## src/rtl/core/gtp_div_cell.sv

```systemverilog
// One restoring-division cell: resolves one quotient bit and hands on.
// Standalone; instantiated by gtp_div_chain.
`default_nettype none
module gtp_div_cell #(
   parameter int NW  = 31,
   parameter int DW  = 12,
   parameter int SW  = 8,
   parameter int BIT = 0
) (
   input  wire logic          clock,
   input  wire logic          reset,
   input  wire logic          en,
   input  wire logic          prev_valid,
   input  wire logic [DW-1:0] prev_rem,
   input  wire logic [NW-1:0] prev_num,
   input  wire logic [NW-1:0] prev_quo,
   input  wire logic [DW-1:0] prev_den,
   input  wire logic [SW-1:0] prev_side,
   output logic               valid,
   output logic [DW-1:0]      rem,
   output logic [NW-1:0]      num,
   output logic [NW-1:0]      quo,
   output logic [DW-1:0]      den,
   output logic [SW-1:0]      side
);

   logic          valid_ff;
   logic [DW-1:0] rem_ff, rem_in, den_ff;
   logic [NW-1:0] num_ff, quo_ff, quo_in;
   logic [SW-1:0] side_ff;
   logic [DW:0]   trial, diff;
   logic          ge;

   always_comb begin
      trial  = {prev_rem, prev_num[BIT]};
      diff   = trial - {1'b0, prev_den};
      ge     = trial >= {1'b0, prev_den};
      rem_in = ge ? diff[DW-1:0] : trial[DW-1:0];
      quo_in = prev_quo;
      quo_in[BIT] = ge;
   end

   always_ff @(posedge clock) begin
      if (reset) begin
         valid_ff <= 1'b0;
      end else if (en) begin
         valid_ff <= prev_valid;
      end
   end

   always_ff @(posedge clock) begin
      if (en) begin
         rem_ff  <= rem_in;
         num_ff  <= prev_num;
         quo_ff  <= quo_in;
         den_ff  <= prev_den;
         side_ff <= prev_side;
      end
   end

   assign valid = valid_ff;
   assign rem   = rem_ff;
   assign num   = num_ff;
   assign quo   = quo_ff;
   assign den   = den_ff;
   assign side  = side_ff;

endmodule
`default_nettype wire

```

## src/rtl/core/gtp_div_chain.sv

```systemverilog
// Row of NW division cells, one quotient bit per cell, MSB first.
// Depends on gtp_div_cell.
`default_nettype none
module gtp_div_chain #(
   parameter int NW = 31,
   parameter int DW = 12,
   parameter int SW = 8
) (
   input  wire logic          clock,
   input  wire logic          reset,
   input  wire logic          en,
   input  wire logic          in_valid,
   input  wire logic [NW-1:0] in_num,
   input  wire logic [DW-1:0] in_den,
   input  wire logic [SW-1:0] in_side,
   output logic               out_valid,
   output logic [NW-1:0]      out_quo,
   output logic [DW-1:0]      out_rem,
   output logic [SW-1:0]      out_side
);

   logic          valid_w [0:NW];
   logic [DW-1:0] rem_w   [0:NW];
   logic [NW-1:0] num_w   [0:NW];
   logic [NW-1:0] quo_w   [0:NW];
   logic [DW-1:0] den_w   [0:NW];
   logic [SW-1:0] side_w  [0:NW];

   assign valid_w[0] = in_valid;
   assign rem_w[0]   = '0;
   assign num_w[0]   = in_num;
   assign quo_w[0]   = '0;
   assign den_w[0]   = in_den;
   assign side_w[0]  = in_side;

   for (genvar k = 0; k < NW; k++) begin : g_cell
      gtp_div_cell #(
         .NW (NW),
         .DW (DW),
         .SW (SW),
         .BIT(NW - 1 - k)
      ) u_cell (
         .clock     (clock),
         .reset     (reset),
         .en        (en),
         .prev_valid(valid_w[k]),
         .prev_rem  (rem_w[k]),
         .prev_num  (num_w[k]),
         .prev_quo  (quo_w[k]),
         .prev_den  (den_w[k]),
         .prev_side (side_w[k]),
         .valid     (valid_w[k+1]),
         .rem       (rem_w[k+1]),
         .num       (num_w[k+1]),
         .quo       (quo_w[k+1]),
         .den       (den_w[k+1]),
         .side      (side_w[k+1])
      );
   end

   assign out_valid = valid_w[NW];
   assign out_quo   = quo_w[NW];
   assign out_rem   = rem_w[NW];
   assign out_side  = side_w[NW];

endmodule
`default_nettype wire

```

## config.mk

```make
export PLATFORM = sky130hd
export DESIGN_NAME = gtp_div_chain
export DESIGN_NICKNAME = d
export VERILOG_FILES = /design/src/rtl/core/gtp_div_cell.sv /design/src/rtl/core/gtp_div_chain.sv
export SDC_FILE = /design/constraint.sdc
export NUM_CORES = 2
export LEC_CHECK = 0
export ABC_AREA = 1
export ABC_CLOCK_PERIOD_IN_PS = 2500
export BUFFER_PORTS_ARGS = -buffer_cell sky130_fd_sc_hd__buf_2
export CAP_MARGIN = 25
export CORE_MARGIN = 2
export CORE_UTILIZATION = 40
export DETAILED_ROUTE_END_ITERATION = 8
export GPL_ROUTABILITY_DRIVEN = 0
export PLACE_DENSITY = 0.52
export RECOVER_POWER = 50
export SLEW_MARGIN = 15
export SYNTH_ARGS = -nofsm -noshare
export SYNTH_HDL_FRONTEND = slang
export SYNTH_SLANG_ARGS = --single-unit
export TNS_END_PERCENT = 5
```

## constraint.sdc

```tcl
create_clock -name clock -period 2.5 [get_ports clock]
set_input_delay 0.25 -clock clock [delete_from_list [all_inputs] [get_ports clock]]
set_output_delay 0.25 -clock clock [all_outputs]
set_load 0.005 [all_outputs]
```

==> results.rst <==
.. list-table::
   :header-rows: 1

   * - Metric
     - Value
   * - Setup violation total in the final timing report
     - 0
   * - Finished Core Util
     - 45.8%
   * - Power per cell area
     - between 1000 and 1500 nW/um^2
   * - Seq cells post-synth
     - 1,972
   * - Detailed-route via count
     - around 53k
   * - RSZ-0062 raised after global routing
     - false
   * - Data required time of the critical path
     - between 3 and 4 ns
   * - Starting density of the core
     - between 40% and 50%
   * - Post-Synthesis Mean Instance Area
     - 11.6 um^2
   * - Buffers on Ports
     - around 110
   * - Worst Skew
     - about 0.053 ns
   * - Clock-pin slew on the worst setup and hold paths
     - 0.06 ns
   * - Biggest area consumer among synthesized cells
     - edfxtp_1
   * - Final HPWL from detailed placement
     - ~120,000 um
   * - Post-synth design cell area
     - about 90,000 um^2
   * - CP Cell Sequence
     - inv_1 > ha_1 > nand2_1 > nand2_1 > nand2_1 > nand3_2 > nand2_2 > nand3_4 > o21ai_1
   * - Worst IR drop on VDD
     - about 0.00077 V
   * - Standard cell core area
     - 220,000 um^2
   * - Count of pins over their slew limit
     - between 100 and 150
   * - Met3 wire length
     - a little under 7000 um
   * - Clk sinks
     - roughly 2k
   * - Total area of sequential cells
     - between 50,000 and 60,000 um^2
   * - Element type at the critical path end
     - flop
   * - Top cells by count, synth
     - nand2_1 (2,020), edfxtp_1 (1,941), inv_1 (1,358), nand3_1 (401), ha_1 (362)
   * - First-pass GRT wire length
     - around 270,000 um
   * - Count of standard-cell rows
     - about 170
   * - Type of the worst setup path
     - reg -> reg
   * - Routed length on met2
     - 77,800 um
   * - Total routed wire length on the met1 layer
     - 77,600 um
   * - Initial antenna violation count
     - 3
   * - Leakage power
     - 0.0428 uW
   * - Largest fanout on the critical path
     - 19
   * - CTS root buffer
     - clkbuf_16
   * - Status
     - finished with violations
   * - Count of routing violations after the opening detailed-route iteration
     - 3,695
   * - Maxcap violations
     - 2
   * - Source-to-sink clock delay at the later pin of the worst-skew pair
     - between 0.8 and 0.9 ns
   * - Warnings, synthesis
     - 0
   * - Startpoint of the lowest-slack register-to-register path
     - g_cell[17].u_cell.den[2]
   * - Post-Place Setup Slack
     - around 0.043 ns
   * - Clock Path Buffers
     - 3
   * - Total power after layout
     - about 110,000 uW
   * - Hold violation count in the final report
     - 0
   * - Main synth FF type
     - edfxtp_1
   * - Share of synthesized area occupied by flip-flops and latches
     - about 66%
   * - Post-synth cell types
     - 34
   * - Logic depth of the worst register-to-register path
     - 9
   * - Critical path launch point type
     - flop
   * - First-pass iteration count of the detailed router
     - 6
   * - DIE AREA
     - between 200,000 and 250,000 um^2
   * - Residual DRC count
     - 0
   * - Synth area leaders
     - edfxtp_1 (66%), nand2_1 (8.5%), inv_1 (5.7%), ha_1 (5.1%), nand3_1 (2.3%)
   * - Final #Nets
     - roughly 8.5k
   * - Post-route cell area
     - just over 100,000 um^2
   * - Top-level I/O count
     - around 110
   * - Worst path most repeated cell
     - nand2_1
   * - Most used standard cell by instance count after synthesis
     - nand2_1
   * - Violations in the final reports
     - max-capacitance violations, max-slew violations
   * - Detailed-route wire length
     - approximately 170,000 um
   * - Setup repair bufs after CTS
     - 0
   * - Area growth syn-to-layout
     - 13.6%
   * - Mapped Nets
     - between 8k and 9k
   * - Transition time at the pin with the least slew margin
     - 1.65 ns
   * - Cell family with the largest share of critical-path delay
     - simple AND/OR/NAND/NOR gates
   * - Number of global-route vias before repair
     - between 50k and 60k
   * - Critical Path AT
     - 3.01 ns
   * - Crit path launch
     - g_cell[17].u_cell.den[2]
   * - Top layer reached by signal wires
     - met4
   * - Area share of the largest cell type after synthesis
     - 65.7%
   * - Max Clk Rate
     - roughly 0.42 GHz
   * - Die Ht
     - 475 um
   * - Pin count of the biggest net entering global routing
     - 104
   * - Number of inserted filler cells in the final layout
     - approximately 20k
   * - Syn Inst Count
     - ~7.7k
   * - Async set-or-reset flop fraction in the synthesized netlist
     - 0%
   * - Total buffers and inverters traversed by the critical path
     - 1
   * - CTS tree
     - yes
   * - Crit path max-delay cell type
     - edfxtp_1
   * - Final setup margin
     - roughly 0.12 ns
   * - Max H-tree Level
     - 4
   * - Post-DRT Antenna Nets
     - 0
   * - Class of the worst hold path
     - in -> reg
   * - Routed via count divided by cell count
     - 4.74
   * - Die span in x
     - 475 um
   * - Worst hold path cell count
     - 2
   * - Post-Route Hold Slack
     - 0.105 ns
   * - Slew Limit Headroom
     - -9.73%
   * - Final routed wire length divided by cell count
     - roughly 15 um
   * - Launch point of the worst hold path
     - in_num[29]
   * - GRT Resource Usage Total
     - between 10 and 15%
   * - Period minus WS final
     - 2.38 ns
   * - Layout cells sized above 1
     - a little under a tenth
   * - Max incr delay on CP
     - roughly 0.52 ns
   * - Number of logic stages on the critical path including buffering
     - 9
   * - Tcrit/Tclk final
     - roughly 95%
   * - Area of placed instances
     - a little over 90,000 um^2
   * - Count of flip-flops with a built-in enable after synthesis
     - ~1.9k
   * - Global route total overflow
     - 0
   * - Area of combinational cells with multiple inputs
     - roughly 24,000 um^2
   * - Number of buffers created by CTS
     - 211
cells by family after synthesis:
| logic type | after synthesis | share of synthesized area [%] |
|---|---|---|
| AOI/OAI and AO/OA | 373 | 2.64 |
| xor gates and xnor gates | 162 | 1.60 |
| DFF | 1972 | 66.4 |
| and+or+nand+nor | 3335 | 17.0 |
| buffers and inverters | 1436 | 6.61 |
| adders and majority gates | 392 | 5.78 |
per-stage QoR:
stage / setup TNS (ns) / std cells
floorplan: 0 / 7670
global placement: -0.0329 / 10800
detailed placement: 0 / 10800
CTS: 0 / 11200
global route: 0 / 11200
finish: 0 / 11200
flip-flops by register name, indices dropped and copies added (netlist names):
name                 count
g_cell.u_cell.den      360
g_cell.u_cell.num      465
g_cell.u_cell.quo      496
g_cell.u_cell.rem      372
g_cell.u_cell.side     248
g_cell.u_cell.valid     31
metal layers:
| metal | global-route usage, % | up-vias |
|---|---|---|
| met5 | 0 | - |
| met4 | 4.89 | 0 |
| met3 | 2.44 | 343 |
| met2 | 24.2 | 1082 |
| met1 | 20.2 | 25000 |
| li1 | - | 26600 |
cell type report:
type	count	share of cell area, %
clock buffer	256	5.49
clock inverter	141	1.57
tap	2958	3.67
multi-input combinational	4262	23.8
sequential	1972	58.4
antenna	2	0.00496
timing repair buffer	255	1.98
inverter	1360	5.06
final timing paths:
path	to	slack, ns
max	g_cell[18].u_cell.rem[2]	0.12
min	g_cell[0].u_cell.num[29]	0.11
max reg2reg	g_cell[18].u_cell.rem[2]	0.12
min reg2reg	g_cell[10].u_cell.num[9]	0.39
report_power, final:
group / total, uW / internal (uW) / leakage, uW / switching, uW
clock: 31500 / 18400 / 0.00341 / 13000
combinational: 34400 / 12200 / 0.0201 / 22200
sequential: 46100 / 43200 / 0.0192 / 2820
total: 112000 / 73900 / 0.0428 / 38000
placed cells by master (no fill, tap or decap), types with 55 or more instances in the layout:
cell           instances
edfxtp_1            1941
nand3_2               87
clkbuf_16            214
a21oi_1              144
inv_1               1358
o21ai_0              134
ha_1                 362
nand3_1              400
nand2_2               55
clkbuf_1              74
dlygate4sd3_1         57
nand4_1              271
nand3b_1              55
buf_2                 92
nor2_1               320
xor2_1               132
nand2_1             2020
timing repair:
action,CTS,global route
resized for setup,1,12
gates cloned,0,0
hold buffers,57,0
endpoints found under the setup margin,1,34
endpoints found under the hold margin,204,0
Note: power is estimated with default switching activity, not from simulation.
